`config.mk`:
```
export PLATFORM = sky130hd
export DESIGN_NAME = ptu_ram
export DESIGN_NICKNAME = d
export VERILOG_FILES = /design/src/design/ptu_ram.sv
export SDC_FILE = /design/constraint.sdc
export NUM_CORES = 1
export LEC_CHECK = 0
export ABC_AREA = 1
export ABC_CLOCK_PERIOD_IN_PS = 2250
export CAP_MARGIN = 40
export CELL_PAD_IN_SITES_DETAIL_PLACEMENT = 2
export CELL_PAD_IN_SITES_GLOBAL_PLACEMENT = 2
export CORE_UTILIZATION = 40
export DETAILED_ROUTE_END_ITERATION = 8
export DONT_BUFFER_PORTS = 1
export PLACE_DENSITY = 0.74
export SYNTH_ARGS = -nofsm -noshare
export SYNTH_HDL_FRONTEND = slang
export SYNTH_SLANG_ARGS = --single-unit
```
`constraint.sdc`:
```
create_clock -name clk -period 2.25 [get_ports clk]
set_input_delay 0.45 -clock clk [delete_from_list [all_inputs] [get_ports clk]]
set_output_delay 0.45 -clock clk [all_outputs]
set_load 0.01 [all_outputs]
```
`src/design/ptu_ram.sv`:
```
`default_nettype none

module ptu_ram #(
    parameter int WIDTH = 8,
    parameter int DEPTH = 64
) (
    input  wire logic                                     clk,
    input  wire logic                                     we,
    input  wire logic [((DEPTH > 1) ? $clog2(DEPTH) : 1)-1:0] waddr,
    input  wire logic [WIDTH-1:0]                         wdata,
    input  wire logic [((DEPTH > 1) ? $clog2(DEPTH) : 1)-1:0] raddr,
    output logic [WIDTH-1:0]                              rdata
);

    logic [WIDTH-1:0] mem [DEPTH];

    always_ff @(posedge clk)
    begin
        if (we)
        begin
            mem[waddr] <= wdata;
        end
        rdata <= mem[raddr];
    end

endmodule

`default_nettype wire

```
# ---- Word-level counts from Yosys, hierarchy flattened
# Memories as Yosys holds them, arrays and structs flattened. A register that Yosys moved wholly into a read port is not among the register bits.
# Cells that the tools add are included.
dict set report classes {
  muxes 2
}
# op n
set ops {}
lappend ops {{$mux W1} 2}
dict set report word_totals {
  out_inout_bits 8
  mem_bits_rw 512
  register_bits 0
  elab_cells 3
  in_bits 22
  n_memories 1
}
# memory depth word_bits read_ports rd_clocked_by_memory_dff write_ports line_no
set mem_list {}
lappend mem_list {mem 64 8 1 1 1 15} ;# logic [WIDTH-1:0] mem [DEPTH];

# ---- Longest topological paths before layout
dict set report depth {
  depth_word 2
  depth_mapped 12
  depth_no_buf 9
}

# ---- Worst setup path before layout
# Ideal clock, no wire load.
dict set report synth_timing {
  kind {input to register}
  start {input port we}
  end {memory mem[48][0], enable pin}
  setup_ns 0.395
  path_slack_ns 0.034
  arrival_ns 1.821
  n_path_buf 1
  t_required_ns 1.855
  stages 3
  cell_sequence {clkbuf_1 > nand4_1 > nor4_1}
}
dict set report synth_between {
  elab_chain_cells 2
}
# item line_no
set synth_lines {}
lappend synth_lines {{from (decl)} 8} ;# input wire logic we,
lappend synth_lines {{$mux W1} 19} ;# if (we)
lappend synth_lines {{$mux W1 (implied by the code)} 21} ;# mem[waddr] <= wdata;
lappend synth_lines {{to (decl)} 15}
# No other way between the ends.

# ---- Final worst setup path
dict set report layout_timing {
  start {register rdata[7], read port of mem}
  end {output port rdata[7]}
}
# item line_no
set layout_lines {}
lappend layout_lines {{from (decl)} 12} ;# output logic [WIDTH-1:0] rdata
# No word-level cell between the ends.

==> summary.md <==
| Metric | Value |
|---|---|
| Grt ovf | `0` |
| Leakage | `8.84 nW` |
| Seq pwr share | `0.502` |
| Nets | `1880` |
| Row cnt | `84` |
| Global placement routability congestion | `0.759` |
| DP HPWL | `40.3 mm` |
| Slew Limit Headroom | `0.407` |
| Share of cells above drive strength 1 | `0.100` |
| HP Start | `raddr[4]` |
| Crit Path Max Fanout | `1` |
| CTS H-Tree Depth | `2` |
| Switching power | `4.80 mW` |
| Combinational Power Share | `0.054` |
| WL/cell | `26.5 um` |
| Min cycle time layout | `1.62 ns` |
| Syn Area/Cell | `11.8 um^2` |
| Vias per cell | `5.60` |
| Flop-to-flop setup slack | `0.74 ns` |
| Clk Latency, worst-skew pair | `0.63 ns` |
| Core area | `52700 um^2` |
| Total of max-cap violations | `0` |
| Largest net degree at the start of global routing | `258` |
| Final Power | `21.5 mW` |
| Reg-to-reg startpoint | `mem[37][1]` |
| Most frequent cells in the layout | `nand2_1, edfxtp_1, nand3_1` |
| Starting Density | `0.405` |
| Crit start category | `flop` |
| Die extent in x | `233 um` |
| Outcome | `completed` |
| Clock power frac | `0.443` |
| Worst min path class | `primary input to flop` |
| Clk buf depth | `3` |
| DRT antenna net count | `0` |
| Ys Warns | `0` |
| DRC errors left | `0` |
| Seq/Total Area, Yosys | `0.728` |
| VDD IR max | `0.651 mV` |
| Setup CP Type | `flop to primary output` |
| Syn Nets | `1827` |
| Sw Ratio | `0.224` |
| Initial antenna violation count | `1` |
| Clock Pin Slew Worst Setup and Hold Paths | `0.06 ns` |
| Total track usage | `0.260` |
| Die height | `233 um` |
| Vias in the first global route | `16200` |
| Final Hold Vio Count | `0` |
| Internal power | `16.7 mW` |
| F_max | `619 MHz` |
| Slew Limit Fails | `0` |
| Final setup skew | `0.0251 ns` |
| TritonCTS clock tree | `done` |
| Mapped Area | `21300 um^2` |
| Hold endpoint | `rdata[1]` |
| Worst path arrival time | `1.17 ns` |
| Area Growth Syn to Fin | `14.3%` |
| Cts repair resizes | `0` |
| Pwr per Cell Area | `880 nW/um^2` |
| Area of the multi-input gates | `4950 um^2` |
| Via count | `14500` |
| Setup TNS | `0 ns` |
| # IOs | `30` |
| Clock Sinks | `520` |
| Synth cell types | `16` |
| Fin crit share | `0.718` |
| RR Endpoint | `rdata[1]` |
| FF/Latch Area | `15500 um^2` |
| DR iter-0 viols | `902` |
| Port bufs | `0` |
| Worst-Margin Slew | `0.890 ns` |
| Cells after Synth | `1805` |
| R2R depth | `8` |
| Final setup violation count | `0` |
| DRT Wirelength | `68.6 mm` |
| Cts bufs inserted | `57` |
| Most common cell after layout, fill and taps aside | `nand2_1` |
| CTS Root Cell | `clkbuf_16` |
| Fill cells | `5206` |
| Wire length of the first global-routing pass | `104 mm` |
| Worst path required time | `1.80 ns` |
| Die area | `54300 um^2` |
| First drt pass iteration count | `5` |
| RSZ-0062 raised after global routing | `no` |
| Hold path cells | `3` |
| Setup crit end kind | `primary output` |
| #FFs+latches synth | `520` |
| Fin util | `0.463` |
-- cell type report --
class / count / area share
Sequential cell: 520 / 0.637
Multi-Input combinational cell: 1160 / 0.203
Clock buffer: 75 / 0.0651
Timing Repair Buffer: 107 / 0.0453
Tap cell: 688 / 0.0353
Clock inverter: 31 / 0.0121
Inverter: 12 / 0.00226
Antenna cell: 2 / 0.000205
-- through the flow --
| stage | hold slack [ns] | worst slack (ns) | cells | cell area, um^2 |
|---|---|---|---|---|
| final | 0.0698 | 0.634 | 2595 | 24400 |
| after CTS | 0.0369 | 0.601 | 2593 | 24400 |
| after global routing | 0.0564 | 0.607 | 2593 | 24400 |
| after detailed placement | 0.559 | 0.164 | 2478 | 22300 |
| after global placement | 0.558 | 0.244 | 2478 | 22300 |
| after floorplan | 0.549 | 0.0339 | 1805 | 21300 |
-- power groups by stage --
stage	Clock [mW]	Combinational [mW]	Sequential, mW
4_1_cts	9.68	1.18	10.8
6_report	9.51	1.17	10.8
3_3_place_gp	0	0.872	11.0
3_5_place_dp	0	0.924	11.0
2_1_floorplan	0	0.753	11.0
5_1_grt	9.97	1.27	10.8
-- how the worst max path moves through the flow --
stage | from | to | slack [ns] | cells after the start
3_5_place_dp | raddr[0] | rdata[2] | 0.16 | 10
3_3_place_gp | waddr[0] | mem[44][1] | 0.24 | 5
2_1_floorplan | we | mem[48][0] | 0.03 | 3
4_1_cts | rdata[0] | rdata[0] | 0.60 | 0
5_1_grt | raddr[0] | rdata[2] | 0.61 | 10
6_report | rdata[7] | rdata[7] | 0.63 | 0
-- worst register-to-register path, stage by stage (launching register included) --
cell	delay [ns]
edfxtp_1	0.37
nand2_1	0.08
nand3_1	0.13
nand3_1	0.14
nand2_1	0.10
nand2_1	0.08
nand3_1	0.13
nand3_1	0.26
nand2_1	0.09
-- cells in the mapped netlist --
master	count	area [um^2]
inv_1	10	37.5
nand4_1	9	56.3
dfxtp_1	8	160
buf_6	35	394
edfxtp_1	512	15400
clkbuf_1	15	56.3
buf_8	2	30.0
nand2_1	648	2430
nor4_1	8	50.1
buf_1	10	37.5
nor2_1	56	210
inv_2	1	3.75
buf_4	14	105
inv_6	1	8.76
nand3_1	439	2200
buf_2	37	185
-- cells by family (layout without fill, tap and decap cells) --
| family | count (synthesis) | after routing | share of synthesized area |
|---|---|---|---|
| other | 0 | 2 | 0 |
| AND/OR/NAND/NOR | 1160 | 1160 | 0.232 |
| buffers and inverters | 125 | 225 | 0.0402 |
| flip-flops | 520 | 520 | 0.728 |
-- sequential cells by signal, summed over array words and instances (netlist names) --
| signal | cells |
|---|---|
| mem | 512 |
| rdata | 8 |
-- repair_timing --
item / in CTS / in global routing
hold endpoints to repair: 514 / 0
hold buffers: 9 / 0
buffers inserted: 0 / 0
-- metal layers --
metal / global-route usage / vias to the layer above / share of wire
li1: - / 6469 / -
met1: 0.319 / 7621 / 0.41
met2: 0.461 / 309 / 0.52
met3: 0.0371 / 133 / 0.042
met4: 0.101 / 2 / 0.034
met5: 0 / - / 0.00019
Note: power is estimated with default switching activity, not from simulation.
