**src/design/ptu_div.sv**
```systemverilog
`default_nettype none

// two restoring dividers side by side, one quotient bit per cycle
module ptu_div (
    input  wire logic        clk,
    input  wire logic        rst_n,
    input  wire logic        start,
    input  wire logic [32:0] num_r,
    input  wire logic [16:0] den_r,
    input  wire logic [23:0] num_a,
    input  wire logic [15:0] den_a,
    output logic             done,
    output logic [15:0]      q_radius,
    output logic [7:0]       q_alpha
);

    logic        busy_reg;
    logic        done_reg;
    logic [3:0]  cnt_reg;
    logic [32:0] rem_r_reg;
    logic [23:0] rem_a_reg;
    logic [16:0] dr_reg;
    logic [15:0] da_reg;
    logic [15:0] qr_reg;
    logic [15:0] qa_reg;

    logic [32:0] sh_r;
    logic [31:0] sh_a;
    logic        ge_r;
    logic        ge_a;

    assign sh_r = {16'd0, dr_reg} << cnt_reg;
    assign sh_a = {16'd0, da_reg} << cnt_reg;
    assign ge_r = rem_r_reg >= sh_r;
    assign ge_a = {8'd0, rem_a_reg} >= sh_a;

    always_ff @(posedge clk or negedge rst_n)
    begin
        if (!rst_n)
        begin
            busy_reg <= 1'b0;
            done_reg <= 1'b0;
            cnt_reg  <= '0;
        end
        else
        begin
            done_reg <= busy_reg && !start && (cnt_reg == 4'd0);
            if (start)
            begin
                busy_reg <= 1'b1;
                cnt_reg  <= 4'd15;
            end
            else if (busy_reg)
            begin
                cnt_reg <= cnt_reg - 4'd1;
                if (cnt_reg == 4'd0)
                begin
                    busy_reg <= 1'b0;
                end
            end
        end
    end

    always_ff @(posedge clk)
    begin
        if (start)
        begin
            rem_r_reg <= num_r;
            rem_a_reg <= num_a;
            dr_reg    <= den_r;
            da_reg    <= den_a;
            qr_reg    <= '0;
            qa_reg    <= '0;
        end
        else if (busy_reg)
        begin
            if (ge_r)
            begin
                rem_r_reg       <= rem_r_reg - sh_r;
                qr_reg[cnt_reg] <= 1'b1;
            end
            if (ge_a)
            begin
                rem_a_reg       <= rem_a_reg - sh_a[23:0];
                qa_reg[cnt_reg] <= 1'b1;
            end
        end
    end

    assign done     = done_reg;
    assign q_radius = qr_reg;
    assign q_alpha  = qa_reg[7:0];

`ifndef SYNTH
    a_done_after_busy: assert property (@(posedge clk) disable iff (!rst_n)
        done_reg |-> $past(busy_reg) && !busy_reg)
        else $error("divider done without a finished run");
    a_no_restart: assert property (@(posedge clk) disable iff (!rst_n)
        (busy_reg && cnt_reg != 4'd0) |=> busy_reg)
        else $error("divider stopped early");
    a_alpha_narrow: assert property (@(posedge clk) disable iff (!rst_n)
        (done_reg && {8'd0, da_reg} != 24'd0 && rem_a_reg < {8'd0, da_reg})
            |-> qa_reg[15:8] == 8'd0)
        else $error("alpha quotient overflow");
`endif

endmodule

`default_nettype wire

```
**config.mk**
```make
export PLATFORM = sky130hd
export DESIGN_NAME = ptu_div
export DESIGN_NICKNAME = d
export VERILOG_FILES = /design/src/design/ptu_div.sv
export SDC_FILE = /design/constraint.sdc
export NUM_CORES = 1
export LEC_CHECK = 0
export BUFFER_PORTS_ARGS = -buffer_cell sky130_fd_sc_hd__clkbuf_2
export CORE_UTILIZATION = 50
export CTS_BUF_LIST = sky130_fd_sc_hd__clkbuf_4
export DETAILED_ROUTE_END_ITERATION = 12
export PLACE_DENSITY = 0.77
export SLEW_MARGIN = 30
export SYNTH_ARGS = -nofsm -noshare
export SYNTH_HDL_FRONTEND = slang
export SYNTH_SLANG_ARGS = --single-unit
```
**constraint.sdc**
```tcl
create_clock -name clk -period 11.4 [get_ports clk]
set_clock_uncertainty 0.1 [all_clocks]
set_input_delay 1.71 -clock clk [delete_from_list [all_inputs] [get_ports clk]]
set_output_delay 1.71 -clock clk [all_outputs]
set_load 0.01 [all_outputs]
```
Word-level counts from Yosys, hierarchy flattened
Cells that the tools add are included.
{ "word_totals": {"reg_bits": 128, "input_bits": 93, "out_inout_bits": 25, "wordCells": 45} }
{ "op_classes": {"add_sub_neg": 3, "order_cmp": 4, "shift": 2, "n_mux": 13, "bitwise_logic": 2, "reduce_logical": 12} }
{ "op_table": {"columns": ["op", "count"], "rows": [
  ["2-to-1 mux 33 bit", 3],
  ["2-to-1 mux 24 bit", 3],
  ["greater-or-equal comparator 33 bit", 1],
  ["left shift 17 x 4 -> 33 bit", 1],
  ["subtractor 33 bit", 1],
  ["greater-or-equal comparator 24 x 32 -> 1 bit", 1],
  ["bitwise OR 16 bit", 2],
  ["left shift 16 x 4 -> 32 bit", 1],
  ["subtractor 24 bit", 1],
  ["2-to-1 mux 4 bit", 2],
  ["AND reduction 2 bit", 4],
  ["nonzero test 2 bit", 3],
  ["< comparator 4 x 5 -> 1 bit, second input constant", 1],
  ["demux 1 bit (select 4 bit)", 1],
  ["greater-or-equal comparator 4 x 1 -> 1 bit, second input constant", 1],
  ["zero test 4 bit", 1],
  ["2-to-1 mux 1 bit", 4],
  ["subtractor 4 x 1 -> 4 bit, second input constant", 1],
  ["logical AND 1 bit", 3],
  ["zero test 1 bit", 1]
]} }

Longest topological paths before layout
{ "logic_depth": {"ltp_word": 5, "mapped_depth": 20, "mapped_depth_nobuf": 17} }

Least setup slack after synthesis
No wires, ideal clock.
{ "synth_path": {"path_type": "reg2reg", "start": "reg cnt_reg[1]", "end": "reg rem_a_reg[0] (enable)", "setup_time_ns": 0.447, "arrival_ns": 4.746, "slack_ns": 6.107, "stages_incl_launch_ff": 17, "n_path_buf": 3, "cell_sequence": "dfrtp_1 buf_2 buf_1 buf_1 mux2i_1 a21oi_1 a21oi_1 or2_2 ha_1 a21o_2 a221o_1 a21oi_4 o211ai_2 a221o_2 or4_4 o221ai_4 o21ai_1"} }
{ "synth_between": {"elab_chain_cells": 4} }
{ "synth_lines": {"columns": ["item", "line", "text"], "rows": [
  ["from (decl)", "19", "logic [3:0] cnt_reg;"],
  ["from (signal assigned)", "55", "cnt_reg <= cnt_reg - 4'd1;"],
  ["left shift 16 x 4 -> 32 bit", "33", "assign sh_a = {16'd0, da_reg} << cnt_reg;"],
  ["greater-or-equal comparator 24 x 32 -> 1 bit", "35", "assign ge_a = {8'd0, rem_a_reg} >= sh_a;"],
  ["nonzero test 2 bit (no source line)", null, null],
  ["AND reduction 2 bit (no source line)", null, null],
  ["to (signal assigned)", "69", "rem_a_reg <= num_a;"],
  ["to (signal assigned)", "84", "rem_a_reg <= rem_a_reg - sh_a[23:0];"],
  ["to (decl)", "21", "logic [23:0] rem_a_reg;"]
]} }
No other way between the ends.
A chain may end at the register's enable or synchronous reset.

Worst setup path in the final report
{ "layout_path": {"start": "reg cnt_reg[0]", "end": "reg rem_r_reg[6] (enable)"} }
{ "layout_between": {"elab_chain_cells": 4} }
{ "layout_lines": {"columns": ["item", "line", "text"], "rows": [
  ["left shift 17 x 4 -> 33 bit", "32", "assign sh_r = {16'd0, dr_reg} << cnt_reg;"],
  ["greater-or-equal comparator 33 bit", "34", "assign ge_r = rem_r_reg >= sh_r;"],
  ["nonzero test 2 bit (no source line)", null, null],
  ["AND reduction 2 bit (no source line)", null, null],
  ["to (signal assigned)", "68", "rem_r_reg <= num_r;"],
  ["to (signal assigned)", "79", "rem_r_reg <= rem_r_reg - sh_r;"],
  ["to (decl)", "20", "logic [32:0] rem_r_reg;"]
]} }
No other way between the ends.

==> flow_results.org <==
** Outcome
- The run finished, with violations left.
- The checks that failed: DRC.

** Worst setup path
- The number of buffers and inverters on the critical path is 4.
- Critical Path Slowest Stage Cell :: sky130_fd_sc_hd__o311ai_4
- Cell-by-cell listing of the critical path :: buf_4 > clkinv_1 > a21oi_1 > nand2b_1 > o21ai_0 > mux2i_1 > inv_1 > ha_1 > nand2_1 > nor2_1 > and3_1 > nand4_1 > o211ai_2 > a31oi_1 > o311ai_4 > nand2_1 > nand2_1 > buf_4
- On the critical path the largest part of the delay comes from compound AO/OA/AOI/OAI gates.
- The worst setup path is launched from a flop.
- Setup CP Type :: flop to flop
- Data required time at the worst endpoint :: 11.52 ns
- STA puts the critical path data arrival time at 5.85 ns.
- Cell occurring most often along the worst timing path :: sky130_fd_sc_hd__nand2_1
- Worst-path maximum fanout :: 44
- The worst setup path is captured at a flop.
- Delay of the slowest cell on the worst path :: 0.72 ns

** Die
- Core Region :: 17240 um^2
- Initial core utilization :: 51.19%
- After floorplanning, the core was divided into 48 placement rows.
- The die covers 18180 um^2.
- Boundary Pins :: 118
- The floorplan step set the die height to 134.8 um.
- Measured along the x axis, the die boundary spans ~130 um.

** CTS
- Number of hold buffers added after cts :: 0
- Max clock buf depth :: 2
- TritonCTS built the clock tree.
- After clock tree synthesis, the clock-pin slew on the worst setup and hold paths is about 0.12 ns.
- Skew-Pair Late Insertion Delay :: 0.57 ns
- Total clock buffers created by CTS :: 17
- The cell sitting at the root of the clock tree is a sky130_fd_sc_hd__clkbuf_4.
- Gates resized, CTS repair :: 0
- The H-tree generated during clock tree synthesis spans 4 levels.
- Setup repair bufs after CTS :: 0
- CTS saw 120 sinks.

** Routing
- Wires add up to 22460 um.
- The first detailed-routing pass took 9 iterations.
- Count of routing violations after the opening detailed-route iteration :: 691
- Final routed DRC violation total :: 2
- In the routed layout, each cell is associated on average with a via count of 5.936.
- Wire per inst :: 17.21 um
- Detailed-route via count :: 7746
- Once detail routing completed, the nets flagged for antenna violations numbered 0.

** Power and ir drop
- Leak :: 4.199 nW
- Worst VDD drop :: 0.00009342 V
- In this run the power density over the cells is 200.7 nW/um^2.
- Total power :: 1.967 mW

** Synthesis
- Cell taking the most area after synthesis :: sky130_fd_sc_hd__edfxtp_1
- Sequential-to-total area share from yosys stat :: between 30% and 40%
- In this run, distinct cell masters in the synthesized netlist total between 70 and 80.
- In this run the cell area of the synthesized design comes to 8823 um^2.
- Area share of the largest cell type after synthesis :: 30.63%
- Number of synthesized flops with an enable pin :: 90
- Synthesized instance count :: 973
- The number of nets handed over by synthesis was between 1k and 1.5k.
- Most used DFF post-synth :: sky130_fd_sc_hd__edfxtp_1
- Yosys printed 0 warnings.
- Share of synthesized registers carrying an async set or reset :: under 10%
- In the post-synthesis netlist, the biggest area contributors are sky130_fd_sc_hd__edfxtp_1 31%, sky130_fd_sc_hd__ha_1 8.5%, sky130_fd_sc_hd__nand2_1 6.4%.
- Counting flops and latches in the post-synthesis netlist gives 120.
- A synthesized cell averages 9.068 um^2.
- Cell with the most instances after synthesis :: sky130_fd_sc_hd__nand2_1
- Most common library cells after synthesis :: 150 x sky130_fd_sc_hd__nand2_1, 104 x sky130_fd_sc_hd__o21ai_0, 90 x sky130_fd_sc_hd__edfxtp_1

** Timing
- The final max-slew violation count came to 0.
- Final count of hold timing violations :: 0
- Of the available clock period, the critical path in the final layout requires 50.32%.
- Maximum frequency from static timing analysis :: between 150 and 200 MHz
- Worst rel slew slack :: 38.26%
- Post-layout min period :: 5.736 ns
- The tightest hold path in the finished design has a slack of around 0.38 ns.
- Total Neg Setup Slack :: 0 ns
- Setup Viol. Count Final :: 0
- Unrepaired setup endpoints after global routing :: false
- Transition time of the tightest slew-check pin :: between 0.9 and 1 ns

** GRT
- GR Overflow Total :: 0
- First-pass GRT wire length :: 35710 um
- GRT Overall Usage :: 25.53%
- Vias in the first global route :: 6942
- Initial antenna violation count :: 1
- Entering global routing, the biggest net connects 70 pins.

** Placement
- RePlAce Congestion :: 0.9682
- Detailed Place HPWL :: approximately 17000 um
- Number of buffer cells added on primary ports :: 117
- Number of placed instances, taps included :: approximately 1.3k

** Layout
- Of the cells placed in the final design, the portion with a size suffix greater than 1 is 19.46%.
- The register with the most flip-flops in the layout has 33 of them.
- The area growth from synthesis to layout is 11.12%.
- Post-layout instance count excluding filler cells :: approximately 1.3k
- Fill cell total of the finished layout :: 1549
- The net count of the finished layout is around 1.2k.

** Flow run
- Max-capacitance violation count :: 0

** Worst hold path
- Path category of the worst min-delay check :: flop to flop
## worst min-delay path: cells and delay by family, from the launching register on
| kind | cells | cell delay (ns) |
|---|---|---|
| compound gates | 1 | 0.04 |
| flops | 1 | 0.35 |
| simple gates | 1 | 0.07 |
## cell usage in the layout, fill, tap and decap left out, drive strengths merged, types with 11 or more instances in the layout
cell type | synthesis | layout
nand2 | 150 | 150
clkbuf | 35 | 134
o21ai | 107 | 107
edfxtp | 90 | 90
nor2 | 77 | 77
a21oi | 62 | 62
ha | 60 | 60
mux2i | 34 | 34
inv | 24 | 32
a31oi | 24 | 24
dfxtp | 24 | 24
xor2 | 23 | 23
xnor2 | 21 | 21
a21o | 21 | 21
mux2 | 18 | 18
nand3 | 15 | 15
nor3 | 12 | 12
nand4 | 12 | 12
nor2b | 11 | 11
## per-layer routing
| layer | track usage [%] | up-vias | wire length [um] |
|---|---|---|---|
| met5 | 0 | - | 0 |
| met4 | 10.55 | 0 | 618 |
| met3 | 4.542 | 44 | 1772 |
| met2 | 36.54 | 350 | 9402 |
| met1 | 37.78 | 3568 | 10660 |
| li1 | - | 3784 | - |
## through the flow
stage	instance area (um^2)	worst slack, ns	utilization, %
after global placement	9557	5.894	55.44
after global routing	9804	5.315	56.88
after floorplan	8823	6.107	-
after CTS	9798	5.712	56.85
final	9804	5.664	56.88
after detailed placement	9559	5.757	55.46
## final timing paths
check | end | cells past startpoint | slack, ns | startpoint
worst max-delay path | rem_r_reg[6] | 18 | 5.66 | cnt_reg[0]
worst min-delay path | q_radius[3] | 2 | 0.38 | q_radius[3]
worst max register to register | rem_r_reg[6] | 18 | 5.66 | cnt_reg[0]
worst min register to register | q_radius[3] | 2 | 0.38 | q_radius[3]
max in group asynchronous | cnt_reg[2] | 1 | 10.15 | rst_n
min in group asynchronous | cnt_reg[0] | 1 | 0.85 | rst_n
## where the power goes
group,total [mW],leakage (nW),switching (mW),internal [mW]
registers,0.653,1.16,0.0566,0.596
logic,1.03,2.88,0.609,0.424
clock network,0.282,0.152,0.173,0.108
## layout make-up
type | instances | area (um^2) | share of cell area [%]
inverter | 25 | 93.84 | 0.9571
timing repair buffer | 123 | 633.1 | 6.457
multi-input combinational | 779 | 5216 | 53.20
sequential | 120 | 3338 | 34.05
clock inverter | 14 | 103.9 | 1.059
antenna | 1 | 2.502 | 0.02552
tap | 225 | 281.5 | 2.871
clock buffer | 18 | 135.1 | 1.378
## kinds of logic (layout without fill, tap and decap cells)
kind of cell | Yosys count | count (layout) | synth area share, %
adders and majority gates | 62 | 62 | 8.962
xor gates and xnor gates | 44 | 44 | 4.368
buffers and inverters | 74 | 180 | 3.176
AOI/OAI and AO/OA | 286 | 286 | 20.66
muxes | 61 | 61 | 8.451
DFF | 120 | 120 | 37.78
other | 0 | 1 | 0
and+or+nand+nor | 326 | 326 | 16.61
(Power assumes the default switching activity.)
